===== src/rtl/slvw_pkg.sv =====
package slvw_pkg;

  localparam int unsigned FIFO_DEPTH = 4;
  localparam int unsigned FIFO_PTR_W = 2;
  localparam int unsigned FIFO_CNT_W = 3;

  typedef enum logic [1:0] {
    KIND_WORD      = 2'd0,
    KIND_FILL      = 2'd1,
    KIND_HIGH_BYTE = 2'd2,
    KIND_END       = 2'd3
  } kind_e;

  typedef struct packed {
    logic [7:0] data_byte;
    logic       start_of_list;
  } in_t;

  typedef struct packed {
    kind_e        write_kind;
    logic [14:0]  word_address;
    logic         address_step;
    logic [13:0]  repeat_count;
    logic [15:0]  write_data;
    logic         is_last;
  } res_t;

  // results of one parsed byte going into the command queue
  typedef struct packed {
    logic first;
    logic second;
  } push_t;

endpackage


===== src/rtl/slvw_in_if.sv =====
interface slvw_in_if;
  logic       valid;
  logic       ready;
  logic [7:0] data_byte;
  logic       start_of_list;

  modport source (output valid, output data_byte, output start_of_list, input ready);
  modport sink (input valid, input data_byte, input start_of_list, output ready);
endinterface


===== src/rtl/slvw_out_if.sv =====
interface slvw_out_if;
  logic        valid;
  logic        ready;
  logic [1:0]  write_kind;
  logic [14:0] word_address;
  logic        address_step;
  logic [13:0] repeat_count;
  logic [15:0] write_data;
  logic        is_last;

  modport source (
    output valid, output write_kind, output word_address, output address_step,
    output repeat_count, output write_data, output is_last, input ready
  );
  modport sink (
    input valid, input write_kind, input word_address, input address_step,
    input repeat_count, input write_data, input is_last, output ready
  );
endinterface


===== src/rtl/slvw_parser.sv =====
module slvw_parser import slvw_pkg::*; #(
  parameter int unsigned ADDR_BITS   = 15,
  parameter int unsigned LENGTH_BITS = 14
) (
  input  logic  clk_i,
  input  logic  rst_ni,
  input  logic  in_valid_i,
  output logic  in_ready_o,
  input  in_t   in_word_i,
  input  logic  room_i,
  output push_t push_o,
  output res_t  res0_o,
  output res_t  res1_o
);

  localparam int unsigned REM_W = LENGTH_BITS + 1;
  localparam int unsigned IDX_W = LENGTH_BITS - 1;
  localparam int unsigned OFF_W = IDX_W + 5;

  typedef enum logic [6:0] {
    PH_HDR0  = 7'b0000001,
    PH_HDR1  = 7'b0000010,
    PH_HDR2  = 7'b0000100,
    PH_HDR3  = 7'b0001000,
    PH_LOW   = 7'b0010000,
    PH_HIGH  = 7'b0100000,
    PH_ENDED = 7'b1000000
  } phase_e;

  logic                 in_vld_q;
  in_t                  in_q;
  logic                 fire;

  phase_e               phase_q, phase_d, ph_eff;
  logic [ADDR_BITS-1:0] base_q, base_d;
  logic                 step_q, step_d;
  logic                 fill_q, fill_d;
  logic [REM_W-1:0]     rem_q, rem_d;
  logic [IDX_W-1:0]     idx_q, idx_d;
  logic [7:0]           held_q, held_d;
  logic [5:0]           lenhi_q, lenhi_d;

  logic [7:0]           b;
  logic [13:0]          raw_len;
  logic [REM_W-1:0]     rem_dec;
  logic [REM_W:0]       fill_words;
  logic [OFF_W-1:0]     offset;
  logic [ADDR_BITS-1:0] copy_addr;
  logic [ADDR_BITS-1:0] tail_addr;

  assign fire       = in_vld_q && room_i;
  assign in_ready_o = !in_vld_q || fire;

  // input register
  always_ff @(posedge clk_i or negedge rst_ni) begin
    if (!rst_ni) begin
      in_vld_q <= 1'b0;
    end else if (in_ready_o) begin
      in_vld_q <= in_valid_i;
    end
  end

  always_ff @(posedge clk_i) begin
    if (in_ready_o && in_valid_i) begin
      in_q <= in_word_i;
    end
  end

  assign b          = in_q.data_byte;
  assign ph_eff     = in_q.start_of_list ? PH_HDR0 : phase_q;
  assign raw_len    = {lenhi_q, b};
  assign rem_dec    = rem_q - REM_W'(1);
  assign fill_words = ((REM_W + 1)'(rem_q) + (REM_W + 1)'(1)) >> 1;
  assign offset     = step_q ? {idx_q, 5'b00000} : OFF_W'(idx_q);
  assign copy_addr  = base_q + ADDR_BITS'(offset);
  assign tail_addr  = base_q + ADDR_BITS'(rem_q >> 1);

  always_comb begin
    phase_d = phase_q;
    base_d  = base_q;
    step_d  = step_q;
    fill_d  = fill_q;
    rem_d   = rem_q;
    idx_d   = idx_q;
    held_d  = held_q;
    lenhi_d = lenhi_q;
    push_o  = '0;
    res0_o  = '0;
    res1_o  = '0;
    res0_o.write_kind = KIND_WORD;
    res1_o.write_kind = KIND_WORD;

    unique case (ph_eff)
      PH_HDR0: begin
        if (b[7]) begin
          push_o.first      = 1'b1;
          res0_o.write_kind = KIND_END;
          phase_d           = PH_ENDED;
        end else begin
          base_d  = ADDR_BITS'({b, 8'h00});
          phase_d = PH_HDR1;
        end
      end
      PH_HDR1: begin
        base_d  = base_q | ADDR_BITS'(b);
        phase_d = PH_HDR2;
      end
      PH_HDR2: begin
        step_d  = b[7];
        fill_d  = b[6];
        lenhi_d = b[5:0];
        phase_d = PH_HDR3;
      end
      PH_HDR3: begin
        rem_d   = REM_W'(raw_len[LENGTH_BITS-1:0]) + REM_W'(1);
        idx_d   = '0;
        phase_d = PH_LOW;
      end
      PH_LOW: begin
        held_d = b;
        if (fill_q) begin
          phase_d = PH_HIGH;
        end else begin
          rem_d   = rem_dec;
          phase_d = (rem_dec == '0) ? PH_HDR0 : PH_HIGH;
        end
      end
      PH_HIGH: begin
        push_o.first       = 1'b1;
        res0_o.write_data  = {b, held_q};
        if (fill_q) begin
          res0_o.write_kind   = KIND_FILL;
          res0_o.word_address = 15'(base_q);
          res0_o.address_step = step_q;
          res0_o.repeat_count = 14'(fill_words);
          // even length with unit stride also patches the high half past the fill
          if (!step_q && !rem_q[0]) begin
            push_o.second       = 1'b1;
            res1_o.write_kind   = KIND_HIGH_BYTE;
            res1_o.word_address = 15'(tail_addr);
            res1_o.write_data   = {held_q, 8'h00};
          end
          phase_d = PH_HDR0;
        end else begin
          res0_o.write_kind   = KIND_WORD;
          res0_o.word_address = 15'(copy_addr);
          idx_d               = idx_q + IDX_W'(1);
          rem_d               = rem_dec;
          phase_d             = (rem_dec == '0) ? PH_HDR0 : PH_LOW;
        end
      end
      PH_ENDED: begin
        phase_d = PH_ENDED;
      end
      default: begin
        phase_d = phase_q;
      end
    endcase

    res0_o.is_last = !push_o.second;
    res1_o.is_last = 1'b1;
    if (!fire) begin
      push_o = '0;
    end
  end

  always_ff @(posedge clk_i or negedge rst_ni) begin
    if (!rst_ni) begin
      phase_q <= PH_HDR0;
      base_q  <= '0;
      step_q  <= 1'b0;
      fill_q  <= 1'b0;
      rem_q   <= '0;
      idx_q   <= '0;
      held_q  <= '0;
      lenhi_q <= '0;
    end else if (fire) begin
      phase_q <= phase_d;
      base_q  <= base_d;
      step_q  <= step_d;
      fill_q  <= fill_d;
      rem_q   <= rem_d;
      idx_q   <= idx_d;
      held_q  <= held_d;
      lenhi_q <= lenhi_d;
    end
  end

`ifndef ASSERT_OFF
  a_second_needs_first: assert property (@(posedge clk_i) disable iff (!rst_ni)
    push_o.second |-> push_o.first)
    else $error("second command without first");

  a_push_needs_fire: assert property (@(posedge clk_i) disable iff (!rst_ni)
    push_o.first |-> fire)
    else $error("command pushed without a parsed byte");

  a_hdr3_to_low: assert property (@(posedge clk_i) disable iff (!rst_ni)
    (fire && ph_eff == PH_HDR3) |=> phase_q == PH_LOW)
    else $error("last header byte did not start the record body");
`endif

endmodule


===== src/rtl/slvw_cmd_fifo.sv =====
module slvw_cmd_fifo import slvw_pkg::*; (
  input  logic  clk_i,
  input  logic  rst_ni,
  input  push_t push_i,
  input  res_t  res0_i,
  input  res_t  res1_i,
  output logic  room_o,
  output logic  out_valid_o,
  input  logic  out_ready_i,
  output res_t  out_word_o
);

  res_t                  mem_q [FIFO_DEPTH];
  logic [FIFO_PTR_W-1:0] wr_ptr_q, rd_ptr_q, wr_next;
  logic [FIFO_CNT_W-1:0] count_q;
  logic [FIFO_CNT_W-1:0] push_n;
  logic                  pop;

  assign wr_next     = wr_ptr_q + FIFO_PTR_W'(1);
  assign push_n      = FIFO_CNT_W'(push_i.first) + FIFO_CNT_W'(push_i.second);
  assign out_valid_o = count_q != '0;
  assign pop         = out_valid_o && out_ready_i;
  // room for the worst case of two commands from one byte
  assign room_o      = count_q <= FIFO_CNT_W'(FIFO_DEPTH - 2);
  assign out_word_o  = mem_q[rd_ptr_q];

  always_ff @(posedge clk_i) begin
    if (push_i.first) begin
      mem_q[wr_ptr_q] <= res0_i;
    end
    if (push_i.second) begin
      mem_q[wr_next] <= res1_i;
    end
  end

  always_ff @(posedge clk_i or negedge rst_ni) begin
    if (!rst_ni) begin
      wr_ptr_q <= '0;
      rd_ptr_q <= '0;
      count_q  <= '0;
    end else begin
      wr_ptr_q <= wr_ptr_q + FIFO_PTR_W'(push_n);
      if (pop) begin
        rd_ptr_q <= rd_ptr_q + FIFO_PTR_W'(1);
      end
      count_q <= count_q + push_n - FIFO_CNT_W'(pop);
    end
  end

`ifndef ASSERT_OFF
  a_no_overflow: assert property (@(posedge clk_i) disable iff (!rst_ni)
    count_q <= FIFO_CNT_W'(FIFO_DEPTH))
    else $error("command queue overflow");

  a_push_with_room: assert property (@(posedge clk_i) disable iff (!rst_ni)
    push_i.first |-> room_o)
    else $error("push into a full command queue");

  a_count_tracks: assert property (@(posedge clk_i) disable iff (!rst_ni)
    (!push_i.first && pop) |=> count_q == $past(count_q) - FIFO_CNT_W'(1))
    else $error("queue count lost a pop");
`endif

endmodule


===== src/rtl/stripe_list_vram_writer_unit.sv =====
// Stripe list video-memory writer: takes one byte of an upload record list per word on
// bytes_i and issues word writes, fill commands, high-byte writes and a list-ended marker
// on cmds_o. Bytes are taken back to back while the queue has room; a byte is parsed from an
// input register and its commands (at most two, the second only for the last byte of a fill
// record) enter a four-entry command queue, from which cmds_o is offered once the byte has
// passed the input register and been written into the queue. A byte is parsed only while the
// queue has two free entries, so the sustained rate is one byte per cycle while the sink
// takes one command per cycle. is_last marks the final command caused by a byte;
// start_of_list restarts parsing at a header.
module stripe_list_vram_writer_unit import slvw_pkg::*; #(
  parameter int unsigned ADDR_BITS   = 15,
  parameter int unsigned LENGTH_BITS = 14
) (
  input  logic      clk_i,
  input  logic      rst_ni,
  slvw_in_if.sink   bytes_i,
  slvw_out_if.source cmds_o
);

  in_t   in_word;
  push_t push;
  res_t  res0, res1, out_word;
  logic  room;

  assign in_word.data_byte     = bytes_i.data_byte;
  assign in_word.start_of_list = bytes_i.start_of_list;

  slvw_parser #(
    .ADDR_BITS   (ADDR_BITS),
    .LENGTH_BITS (LENGTH_BITS)
  ) u_parser (
    .clk_i      (clk_i),
    .rst_ni     (rst_ni),
    .in_valid_i (bytes_i.valid),
    .in_ready_o (bytes_i.ready),
    .in_word_i  (in_word),
    .room_i     (room),
    .push_o     (push),
    .res0_o     (res0),
    .res1_o     (res1)
  );

  slvw_cmd_fifo u_cmd_fifo (
    .clk_i       (clk_i),
    .rst_ni      (rst_ni),
    .push_i      (push),
    .res0_i      (res0),
    .res1_i      (res1),
    .room_o      (room),
    .out_valid_o (cmds_o.valid),
    .out_ready_i (cmds_o.ready),
    .out_word_o  (out_word)
  );

  assign cmds_o.write_kind   = out_word.write_kind;
  assign cmds_o.word_address = out_word.word_address;
  assign cmds_o.address_step = out_word.address_step;
  assign cmds_o.repeat_count = out_word.repeat_count;
  assign cmds_o.write_data   = out_word.write_data;
  assign cmds_o.is_last      = out_word.is_last;

endmodule


===== src/flat_wrapper.sv =====
// flat-port wrapper written by rule: the top's interface ports become plain ports
module stripe_list_vram_writer_unit_flat import slvw_pkg::*;
#(
  parameter int unsigned ADDR_BITS   = 15,
  parameter int unsigned LENGTH_BITS = 14
)
  (clk_i, rst_ni, bytes_i_valid, bytes_i_data_byte, bytes_i_start_of_list, bytes_i_ready, cmds_o_valid, cmds_o_write_kind, cmds_o_word_address, cmds_o_address_step, cmds_o_repeat_count, cmds_o_write_data, cmds_o_is_last, cmds_o_ready);
  slvw_in_if bytes_i_i ();
  slvw_out_if cmds_o_i ();
  input  logic clk_i;
  input  logic rst_ni;
  input wire logic [$bits(bytes_i_i.valid)-1:0] bytes_i_valid;
  input wire logic [$bits(bytes_i_i.data_byte)-1:0] bytes_i_data_byte;
  input wire logic [$bits(bytes_i_i.start_of_list)-1:0] bytes_i_start_of_list;
  output wire logic [$bits(bytes_i_i.ready)-1:0] bytes_i_ready;
  output wire logic [$bits(cmds_o_i.valid)-1:0] cmds_o_valid;
  output wire logic [$bits(cmds_o_i.write_kind)-1:0] cmds_o_write_kind;
  output wire logic [$bits(cmds_o_i.word_address)-1:0] cmds_o_word_address;
  output wire logic [$bits(cmds_o_i.address_step)-1:0] cmds_o_address_step;
  output wire logic [$bits(cmds_o_i.repeat_count)-1:0] cmds_o_repeat_count;
  output wire logic [$bits(cmds_o_i.write_data)-1:0] cmds_o_write_data;
  output wire logic [$bits(cmds_o_i.is_last)-1:0] cmds_o_is_last;
  input wire logic [$bits(cmds_o_i.ready)-1:0] cmds_o_ready;
  assign bytes_i_i.valid = bytes_i_valid;
  assign bytes_i_i.data_byte = bytes_i_data_byte;
  assign bytes_i_i.start_of_list = bytes_i_start_of_list;
  assign bytes_i_ready = bytes_i_i.ready;
  assign cmds_o_valid = cmds_o_i.valid;
  assign cmds_o_write_kind = cmds_o_i.write_kind;
  assign cmds_o_word_address = cmds_o_i.word_address;
  assign cmds_o_address_step = cmds_o_i.address_step;
  assign cmds_o_repeat_count = cmds_o_i.repeat_count;
  assign cmds_o_write_data = cmds_o_i.write_data;
  assign cmds_o_is_last = cmds_o_i.is_last;
  assign cmds_o_i.ready = cmds_o_ready;
  stripe_list_vram_writer_unit #(.ADDR_BITS(ADDR_BITS), .LENGTH_BITS(LENGTH_BITS)) u_core (.clk_i(clk_i), .rst_ni(rst_ni), .bytes_i(bytes_i_i), .cmds_o(cmds_o_i));
endmodule

===== config.mk =====
export PLATFORM = sky130hd
export DESIGN_NAME = stripe_list_vram_writer_unit_flat
export DESIGN_NICKNAME = d
export VERILOG_FILES = /design/src/rtl/slvw_pkg.sv /design/src/rtl/slvw_in_if.sv /design/src/rtl/slvw_out_if.sv /design/src/rtl/slvw_parser.sv /design/src/rtl/slvw_cmd_fifo.sv /design/src/rtl/stripe_list_vram_writer_unit.sv /design/src/flat_wrapper.sv
export SDC_FILE = /design/constraint.sdc
export NUM_CORES = 1
export LEC_CHECK = 0
export BUFFER_PORTS_ARGS = -buffer_cell sky130_fd_sc_hd__buf_2
export CAP_MARGIN = 15
export CORE_MARGIN = 2
export CORE_UTILIZATION = 30
export DETAILED_ROUTE_END_ITERATION = 8
export GPL_ROUTABILITY_DRIVEN = 0
export SETUP_SLACK_MARGIN = 0.2
export SLEW_MARGIN = 40
export SYNTH_ARGS = -nofsm -noshare
export SYNTH_HDL_FRONTEND = slang
export SYNTH_SLANG_ARGS = --single-unit

===== constraint.sdc =====
create_clock -name clk_i -period 4.65 [get_ports clk_i]
set_clock_uncertainty 0.1 [all_clocks]
set_input_delay 0.93 -clock clk_i [delete_from_list [all_inputs] [get_ports clk_i]]
set_output_delay 0.93 -clock clk_i [all_outputs]
set_load 0.03 [all_outputs]

==> results of run 1 <==
## cells in the final DEF (no fill, tap or decap), drive strengths merged, types with 26 or more instances in the layout
cell    count
o21ai     188
nand2     137
nand3     122
edfxtp    105
dfxtp     100
buf        82
dfrtp      73
nor2       61
a21oi      49
mux4       49
o22ai      45
clkbuf     38
ha         36
xnor2      34
mux2       32
inv        28
xor2       26
## through the flow
| stage | util, % | setup slack, ns | cell area [sq um] | std cells |
|---|---|---|---|---|
| global placement | 32.0 | 0.949 | 15200 | 1987 |
| global route | 34.4 | 0.717 | 16400 | 2043 |
| detailed placement | 32.1 | 0.912 | 15200 | 1987 |
| finish | 34.4 | 0.893 | 16400 | 2043 |
| floorplan | - | 1.35 | 14400 | 1390 |
| CTS | 34.4 | 0.870 | 16400 | 2043 |
## report_power, final
group / switching, uW / internal, uW
clock: 1040 / 1620
sequential: 457 / 2800
combinational: 1560 / 995
## cell type report
class,count,area [sq um]
Clock inverter,18,253
Tap cell,615,769
Multi-Input combinational cell,985,6880
Timing Repair Buffer,82,489
Fill cell,4723,31200
Inverter,26,100
Clock buffer,38,875
Sequential cell,279,7010
## worst max path at each step
stage	slack, ns	from	cells after the start	to
CTS	0.87	u_core.u_cmd_fifo.count_q[1]	11	u_core.u_cmd_fifo.count_q[2]
global route	0.72	u_core.u_cmd_fifo.count_q[1]	11	u_core.u_cmd_fifo.count_q[2]
finish	0.89	u_core.u_parser.step_q	9	u_core.u_cmd_fifo.mem_q[1][45]
floorplan	1.35	u_core.u_parser.step_q	11	u_core.u_cmd_fifo.mem_q[0][46]
global placement	0.95	u_core.u_cmd_fifo.count_q[1]	11	u_core.u_cmd_fifo.count_q[2]
detailed placement	0.91	u_core.u_cmd_fifo.count_q[1]	11	u_core.u_cmd_fifo.count_q[2]
## sequential cells by signal, indices dropped and copies added, names as in the netlist
signal,count
u_core.u_parser.base_q,15
u_core.u_cmd_fifo.count_q,3
u_core.u_parser.step_q,1
u_core.u_cmd_fifo.rd_ptr_q,2
u_core.u_parser.in_vld_q,1
u_core.u_parser.b,8
u_core.u_parser.held_q,8
u_core.u_parser.lenhi_q,6
u_core.u_parser.fill_q,1
u_core.u_cmd_fifo.mem_q,196
u_core.u_cmd_fifo.wr_ptr_q,2
u_core.u_parser.phase_q,7
u_core.u_parser.in_q,1
u_core.u_parser.idx_q,13
u_core.u_parser.rem_q,15
## metal layers
metal  GRT usage, %  routed length, um  vias up
met2           26.5              19300      396
li1               -                  -     5204
met1           22.6              17800     5626
met3           2.12               2660       84
met5              0                  0        -
met4           5.80               1450        0
## worst max-delay path, delay by kind of cell, from the launching register on
kind	cells	cell delay (ns)
mux	1	0.41
xor+xnor	1	0.10
fa+ha+maj	1	0.38
flops	1	0.83
compound gates	6	1.67
## logic make-up (layout without fill, tap and decap cells)
group	after synthesis	after routing	synth area share [%]
AO/OA/AOI/OAI	373	373	15.5
flip-flops	279	279	48.7
adder cells (fa/ha/maj)	39	39	3.54
AND/OR/NAND/NOR	429	429	14.4
multiplexers	84	84	10.6
buffers and inverters	126	164	3.71
XOR/XNOR	60	60	3.65
==> flow_metrics.env, run 1 <==
export IMPL_status="completed"
export IMPL_cts_setup_buffers=0
export IMPL_antenna_cells=0
export IMPL_ctsRootBufferMaster="clkbuf_16"
export IMPL_core_area_sq_um=47500
export IMPL_fp_dieW_um=223
export IMPL_syn_num_nets=1442
export IMPL_die_area_sq_um=49800
export IMPL_dpl_hpwl_um=27900
export IMPL_cts_sinks=279
export IMPL_hold_viol_final=0
export IMPL_htreeDepth=1
export IMPL_path_cells="mux2_2 -> ha_1 -> a21o_1 -> o21ai_0 -> o2111ai_1 -> a41oi_1 -> xnor2_1 -> a22oi_1 -> o22ai_1"
export IMPL_initial_core_util_pct=30.3
export IMPL_drive_above_1_share_pct=16.9
export IMPL_synth_seq_cells=279
export IMPL_hold_buffers=0
export IMPL_synthCells=1390
export IMPL_yosysWarnings=0
export IMPL_vias=11300
export IMPL_port_buffers=63
export IMPL_setup_viol=0
export IMPL_r2r_cells=9
export IMPL_power_density_nw_per_um2=518
export IMPL_grt_max_degree=75
export IMPL_synth_area_sq_um=14400
export IMPL_nNetsFinal=1456
export IMPL_wl_um=41200
export IMPL_max_cap_violations=0
export IMPL_synth_area_leaders="edfxtp_1 22%, dfxtp_1 14%, dfrtp_1 13%"
export IMPL_slowest_stage="dfrtp_1"
export IMPL_grt_pass1_wl_um=64300
export IMPL_netlist_top_cell_by_area="edfxtp_1"
export IMPL_yosysSeqAreaShare_pct=48.7
export IMPL_cts_buffers=30
export IMPL_num_rows=80
export IMPL_fin_crit_ns=3.76
export IMPL_synth_distinct_cells=75
export IMPL_first_pass_iters=5
export IMPL_viasPerCell=5.54
export IMPL_cts_tree="done"
export IMPL_critical_path_class="register to register"
export IMPL_synth_flop_cell="edfxtp_1"
export IMPL_min_path_type="primary input to async pin"
export IMPL_grt_pass1_vias=11000
export IMPL_rsz0062_at_grt="false"
export IMPL_synth_most_common_cell="nand2_1"
export IMPL_yosys_area_top_type_share_pct=21.9
export IMPL_dieHeight_um=223
export IMPL_r2r_end="u_core.u_cmd_fifo.mem_q[1][45]"
export IMPL_avgSynthCellArea_sq_um=10.4
export IMPL_tightest_slew_ns=0.833
export IMPL_p_total_uw=8470
export IMPL_antenna_left=0
export IMPL_cp_arrival_ns=3.97
export IMPL_gr_usage_all_layers_pct=16.4
export IMPL_antenna_found_initial=0
export IMPL_rrSetupSlack_ns=0.89
export IMPL_path_clk_slew_ns=0.07
export IMPL_cpPeakStageDelay_ns=0.83
export IMPL_io_pins=64
export IMPL_worstSkewPairLatency_ns=0.59
export IMPL_cts_resized=0
export IMPL_post_route_period_util_pct=80.8
export IMPL_maxSlewViolCount=0
export IMPL_slew_headroom_pct=44.5
export IMPL_synth_async_sr_flop_share_pct=26.5
export IMPL_start_kind="register"
export IMPL_post_drt_wl_per_cell_um=20.2
export IMPL_worst_setup_path_end_kind="register"
export IMPL_ir_worst_vdd_v=0.000295
export IMPL_cp_max_fo=19
export IMPL_critical_path_required_ns=4.87
export IMPL_syn_to_final_growth_pct=13.7
export IMPL_cts_max_path_buffers=3
export IMPL_drc=0
export IMPL_synth_edff_count=105
export IMPL_drtIter0Drc=1140
export IMPL_power_leakage_uw=0.00608
export IMPL_setup_tns_ns=0
export IMPL_hold_ws_ns=0.306
export IMPL_r2r_start="u_core.u_parser.step_q"
export IMPL_synthTopCellsByCount="136 x nand2_1, 122 x nand3_1, 118 x o21ai_0"
export IMPL_overflow=0
export IMPL_fmax_mhz=266
(Power assumes the default switching activity.)
==> inputs of run 2 (changes only) <==
--- a/config.mk
+++ b/config.mk
@@ -5,6 +5,7 @@
 export SDC_FILE = /design/constraint.sdc
 export NUM_CORES = 1
 export LEC_CHECK = 0
+export ABC_AREA = 1
 export BUFFER_PORTS_ARGS = -buffer_cell sky130_fd_sc_hd__buf_2
 export CAP_MARGIN = 15
 export CORE_MARGIN = 2
==> constraint.sdc (replaced) <==
create_clock -name clk_i -period 3.55 [get_ports clk_i]
set_clock_uncertainty 0.1 [all_clocks]
set_input_delay 0.71 -clock clk_i [delete_from_list [all_inputs] [get_ports clk_i]]
set_output_delay 0.71 -clock clk_i [all_outputs]
set_load 0.03 [all_outputs]
==> flow_metrics.env, run 2 <==
export IMPL_final_common_cell="nand2_1"
export IMPL_grt_pass1_vias=13900
export IMPL_first_pass_iters=5
export IMPL_viasPerCell=5.21
export IMPL_final_cells=2760
export IMPL_cp_arrival_ns=2.38
export IMPL_setup_viol=0
export IMPL_syn_num_nets=2073
export IMPL_largest_reg_flops=196
export IMPL_syn_to_final_growth_pct=13.9
export IMPL_synth_area_sq_um=15300
export IMPL_io_pins=64
export IMPL_cts_max_path_buffers=3
export IMPL_placed_cell_area_sq_um=16200
export IMPL_slew_headroom_pct=46.7
export IMPL_core_area_sq_um=50300
export IMPL_drtIter0Drc=1252
export IMPL_power_leakage_uw=0.00756
export IMPL_yosysSeqAreaShare_pct=45.8
export IMPL_largest_register="u_core.u_cmd_fifo.mem_q"
export IMPL_fp_dieW_um=230
export IMPL_critical_path_class="register to output pin"
export IMPL_fin_crit_ns=3.19
export IMPL_clockPowerShare_pct=26.8
export IMPL_tightest_slew_ns=0.793
export IMPL_antenna_found_initial=1
export IMPL_synth_seq_cells=279
export IMPL_drc=0
export IMPL_synth_edff_count=105
export IMPL_grt_pass1_wl_um=78300
export IMPL_min_path_type="primary input to async pin"
export IMPL_cts_sinks=279
export IMPL_drive_above_1_share_pct=9.15
export IMPL_stdcell_area_sq_um=17400
export IMPL_switchingPower_uw=6110
export IMPL_worst_setup_path_end_kind="output pin"
export IMPL_cp_max_fo=19
export IMPL_synth_flop_cell="edfxtp_1"
export IMPL_synth_most_common_cell="nand2_1"
export IMPL_wl_um=49900
export IMPL_synth_distinct_cells=46
export IMPL_synthCells=2021
export IMPL_yosys_area_top_type_share_pct=20.6
export IMPL_comb_power_share_pct=42.6
export IMPL_ctsRootBufferMaster="clkbuf_16"
export IMPL_reg_top3="u_core.u_cmd_fifo.mem_q: 196 flops, u_core.u_parser.base_q: 15 flops, u_core.u_parser.rem_q: 15 flops"
export IMPL_htreeDepth=2
export IMPL_gr_usage_all_layers_pct=18.7
export IMPL_synth_area_leaders="edfxtp_1 21%, nand2_1 14%, dfxtp_1 13%"
export IMPL_status="completed"
export IMPL_netlist_top_cell_by_area="edfxtp_1"
export IMPL_path_clk_slew_ns=0.06
export IMPL_synthTopCellsByCount="572 x nand2_1, 247 x o21ai_0, 221 x nor2_1"
export IMPL_grt_max_degree=75
export IMPL_max_cap_violations=0
export IMPL_dpl_hpwl_um=34000
export IMPL_vias=14400
export IMPL_seqPwrFrac_pct=30.6
export IMPL_yosysWarnings=0
export IMPL_cpPeakStageDelay_ns=0.60
export IMPL_power_density_nw_per_um2=784
export IMPL_synth_async_sr_flop_share_pct=26.5
export IMPL_start_kind="register"
export IMPL_die_area_sq_um=52900
export IMPL_initial_core_util_pct=30.5
export IMPL_antenna_cells=0
export IMPL_post_route_period_util_pct=90.0
export IMPL_slowest_stage="dfrtp_1"
export IMPL_layout_common_cells="572 x nand2_1, 246 x o21ai_0, 221 x nor2_1"
export IMPL_overflow=0
export IMPL_dieHeight_um=230
export IMPL_cts_buffers=34
export IMPL_setup_tns_ns=0
export IMPL_cts_tree="done"
export IMPL_dp_cells=2697
export IMPL_fmax_mhz=313
export IMPL_maxSlewViolCount=0
export IMPL_swShare_pct=44.7
export IMPL_post_drt_wl_per_cell_um=18.1
export IMPL_port_buffers=63
export IMPL_antenna_left=0
export IMPL_ir_worst_vdd_v=0.000430
export IMPL_path_cells="inv_1 -> buf_4 -> o21ai_0 -> o22ai_1 -> buf_2"
export IMPL_num_rows=82
export IMPL_worstSkewPairLatency_ns=0.55
export IMPL_hold_viol_final=0
export IMPL_nNetsFinal=2115
export IMPL_rsz0062_at_grt="false"
export IMPL_intPower_uw=7560
export IMPL_critical_path_required_ns=2.74
export IMPL_avgSynthCellArea_sq_um=7.58
-- run 2: changes by cell type after synthesis, sizes merged, moves of 32 or more --
cell | previous run | this run
mux4 | 49 | 0
nor2 | 61 | 228
o21ai | 188 | 260
mux2 | 32 | 0
inv | 26 | 135
nand3 | 122 | 172
nand2 | 137 | 582
-- run 2: path summary, 6_finish.rpt --
path                                                       end  cells after the start                            from  slack (ns)
worst max-delay path                    cmds_o_word_address[6]                      5   u_core.u_cmd_fifo.rd_ptr_q[1]        0.36
worst min-delay path                  u_core.u_parser.rem_q[9]                      1                          rst_ni        0.11
worst max register to register    u_core.u_cmd_fifo.count_q[2]                     14         u_core.u_parser.in_q[0]        0.50
worst min register to register  u_core.u_cmd_fifo.mem_q[1][31]                      2  u_core.u_cmd_fifo.mem_q[1][31]        0.36
max in group asynchronous               u_core.u_parser.step_q                      1                          rst_ni        2.74
min in group clk_i                        u_core.u_parser.b[2]                      1            bytes_i_data_byte[2]        0.23
-- run 2: final cells by class --
type | count | area (sq um)
Fill cell | 5269 | 32800
Multi-Input combinational cell | 1505 | 7230
Sequential cell | 279 | 7010
Clock buffer | 45 | 932
Tap cell | 672 | 841
Timing Repair Buffer | 102 | 642
Inverter | 141 | 537
Clock inverter | 16 | 251
-- run 2: power by group through the flow --
stage,clock [uW],combinational [uW],sequential (uW)
CTS,3730,5790,4160
floorplan,0,4120,3990
detailed placement,0,5750,4230
global route,3860,6380,4220
global placement,0,5700,4220
finish,3670,5820,4180
-- run 2: timing repair --
action                                  CTS  global route
hold buffers                              0             0
resized for setup                         0             2
endpoints found under the hold margin     0             0
endpoints found under the setup margin    0             3
buffers inserted                          0             2
-- run 2: cells by family after synthesis --
kind of cell | synth area share, %
AO/OA/AOI/OAI | 13.8
buffers and inverters | 7.06
flip-flops | 45.8
XOR/XNOR | 2.06
AND/OR/NAND/NOR | 28.0
adder cells (fa/ha/maj) | 3.33
-- run 2: per-stage QoR --
| step | power (uW) | worst slack, ns | hold slack [ns] | utilization [%] |
|---|---|---|---|---|
| 6_report | 13700 | 0.356 | 0.105 | 34.7 |
| 5_1_grt | 14500 | 0.236 | 0.143 | 34.7 |
| 4_1_cts | 13700 | 0.348 | 0.133 | 34.6 |
| 3_5_place_dp | 9970 | 0.474 | 0.354 | 32.3 |
| 3_3_place_gp | 9920 | 0.593 | 0.347 | 32.3 |
| 2_1_floorplan | 8100 | 0.686 | 0.314 | - |
-- run 2: critical path, delay by kind of cell (launching register included) --
family | cells | cell delay, ns
DFF | 1 | 0.60
AOI/OAI and AO/OA | 2 | 0.43
buffers and inverters | 3 | 0.79
-- run 2: routing by layer --
metal	part of all wire (%)	GRT usage (%)	up-vias
li1	-	-	6830
met1	43	24.7	6863
met2	46	30.3	574
met3	7.7	3.72	102
met4	3.0	6.98	0
met5	0	0	-
==> inputs of run 3 (changes only) <==
--- a/config.mk
+++ b/config.mk
@@ -5,7 +5,6 @@
 export SDC_FILE = /design/constraint.sdc
 export NUM_CORES = 1
 export LEC_CHECK = 0
-export ABC_AREA = 1
 export BUFFER_PORTS_ARGS = -buffer_cell sky130_fd_sc_hd__buf_2
 export CAP_MARGIN = 15
 export CORE_MARGIN = 2
==> flow_metrics.env, run 3 (synthesis results as in run 1) <==
export IMPL_power_leakage_uw=0.00614
export IMPL_setup_tns_ns=0
export IMPL_maxSlewViolCount=0
export IMPL_final_common_cell="nand2_1"
export IMPL_max_cap_violations=0
export IMPL_port_buffers=63
export IMPL_antenna_left=0
export IMPL_slowest_stage="dfrtp_2"
export IMPL_largest_reg_flops=196
export IMPL_cp_arrival_ns=3.45
export IMPL_overflow=0
export IMPL_layout_common_cells="135 x nand2_1, 121 x nand3_1, 117 x o21ai_0"
export IMPL_cpPeakStageDelay_ns=0.51
export IMPL_hold_viol_final=0
export IMPL_power_density_nw_per_um2=663
export IMPL_path_buf_inv=1
export IMPL_drc=0
export IMPL_die_area_sq_um=49800
export IMPL_cpMostUsedCell="nor2b_1"
export IMPL_grt_pass1_wl_um=64700
export IMPL_rsz0062_at_grt="true"
export IMPL_ir_worst_vdd_v=0.000426
export IMPL_syn_to_final_growth_pct=14.4
export IMPL_io_pins=64
export IMPL_dieHeight_um=223
export IMPL_cts_sinks=279
export IMPL_reg_top3="u_core.u_cmd_fifo.mem_q: 196 flops, u_core.u_parser.base_q: 15 flops, u_core.u_parser.rem_q: 15 flops"
export IMPL_fin_crit_ns=3.27
export IMPL_cts_buffers=30
export IMPL_worst_setup_path_end_kind="register"
export IMPL_first_pass_iters=6
export IMPL_gr_usage_all_layers_pct=16.7
export IMPL_num_rows=80
export IMPL_path_delay_family="compound AO/OA/AOI/OAI gates"
export IMPL_fp_dieW_um=223
export IMPL_setup_slack_ns=0.277
export IMPL_ctsRootBufferMaster="clkbuf_16"
export IMPL_viasPerCell=5.47
export IMPL_status="completed"
export IMPL_setup_viol=0
export IMPL_vias=11300
export IMPL_start_kind="register"
export IMPL_r2r_start="u_core.u_parser.step_q"
export IMPL_min_path_type="primary input to async pin"
export IMPL_placed_cell_area_sq_um=15400
export IMPL_path_clk_slew_ns=0.06
export IMPL_fmax_mhz=306
export IMPL_core_area_sq_um=47500
export IMPL_largest_register="u_core.u_cmd_fifo.mem_q"
export IMPL_nNetsFinal=1474
export IMPL_post_route_period_util_pct=92.2
export IMPL_cts_tree="done"
export IMPL_stdcell_area_sq_um=16500
export IMPL_critPathLaunch="u_core.u_parser.step_q"
export IMPL_wl_um=42200
export IMPL_tightest_slew_ns=0.840
export IMPL_initial_core_util_pct=30.3
export IMPL_hold_ws_ns=0.0720
export IMPL_slew_headroom_pct=44.0
export IMPL_dp_slack_ns=0.102
export IMPL_dpl_hpwl_um=28100
export IMPL_path_cells="nor2b_1 -> ha_1 -> inv_1 -> fa_1 -> nor2b_1 -> o2111ai_1 -> a31oi_1 -> a211oi_1 -> xnor2_1 -> mux2i_1 -> o32ai_1"
export IMPL_post_drt_wl_per_cell_um=20.5
export IMPL_cp_max_fo=14
export IMPL_grt_pass1_vias=10900
export IMPL_cts_max_path_buffers=3
export IMPL_htreeDepth=1
export IMPL_grt_max_degree=75
export IMPL_critical_path_class="register to register"
export IMPL_drive_above_1_share_pct=17.6
export IMPL_antenna_found_initial=1
export IMPL_worstSkewPairLatency_ns=0.58
export IMPL_antenna_cells=0
export IMPL_drtIter0Drc=1086
export IMPL_critical_path_required_ns=3.72
-- run 3: cell types whose count changed in the layout (fill, tap and decap cells not counted), moves of 12 or more --
cell      change
nand4_1      -13
nand2b_1     +14
o32ai_1      +12
nand2_1     -437
inv_1       -107
mux4_2       +49
nand3_1      -51
o21ai_0     -129
o21ai_1      +57
nor2_1      -160
and3_1       +14
a22o_1       +17
xnor2_1      +23
mux2_2       +24
-- run 3: path summary, 6_finish.rpt --
kind                                                  end  cells after the start  slack, ns
setup / recovery           u_core.u_cmd_fifo.mem_q[1][44]                     11       0.28
hold / removal                   u_core.u_parser.in_vld_q                      1       0.07
setup reg to reg           u_core.u_cmd_fifo.mem_q[1][44]                     11       0.28
hold reg to reg             u_core.u_cmd_fifo.mem_q[1][7]                      2       0.36
max in group asynchronous   u_core.u_cmd_fifo.rd_ptr_q[1]                      1       2.73
min in group clk_i                   u_core.u_parser.b[3]                      1       0.22
-- run 3: per-stage QoR --
| step | utilization, % | instances | total power, uW |
|---|---|---|---|
| after CTS | 34.5 | 2059 | 11000 |
| final | 34.7 | 2061 | 10900 |
| after global routing | 34.7 | 2061 | 11500 |
| after floorplan | - | 1390 | 6580 |
| after detailed placement | 32.4 | 2003 | 7700 |
| after global placement | 32.3 | 2003 | 7660 |
-- run 3: cell type report --
cell class | count | area, sq um
sequential | 279 | 7010
inverter | 26 | 100
clock buffer | 50 | 965
fill | 4682 | 31100
multi-input combinational | 985 | 6910
clock inverter | 6 | 73.8
timing repair buffer | 100 | 649
tap | 615 | 769
-- run 3: report_power, final --
group | total (uW) | internal, uW | switching (uW)
Combinational | 3500 | 1360 | 2140
Sequential | 4190 | 3670 | 522
Clock | 3240 | 1930 | 1310
Total | 10900 | 6950 | 3980
-- run 3: what timing repair did --
| item | in CTS | in global routing |
|---|---|---|
| buffers inserted | 0 | 2 |
| hold buffers | 0 | 0 |
| setup endpoints to repair | 2 | 13 |
| pin swaps | 0 | 1 |
| resized for setup | 2 | 7 |
-- run 3: metal layers --
layer / share of wire [%] / global-route usage, % / routed length (um)
met2: 47 / 27.3 / 19900
met5: 0.031 / 0 / 13
met3: 7.2 / 2.87 / 3030
met4: 3.0 / 5.02 / 1280
met1: 43 / 22.6 / 18000
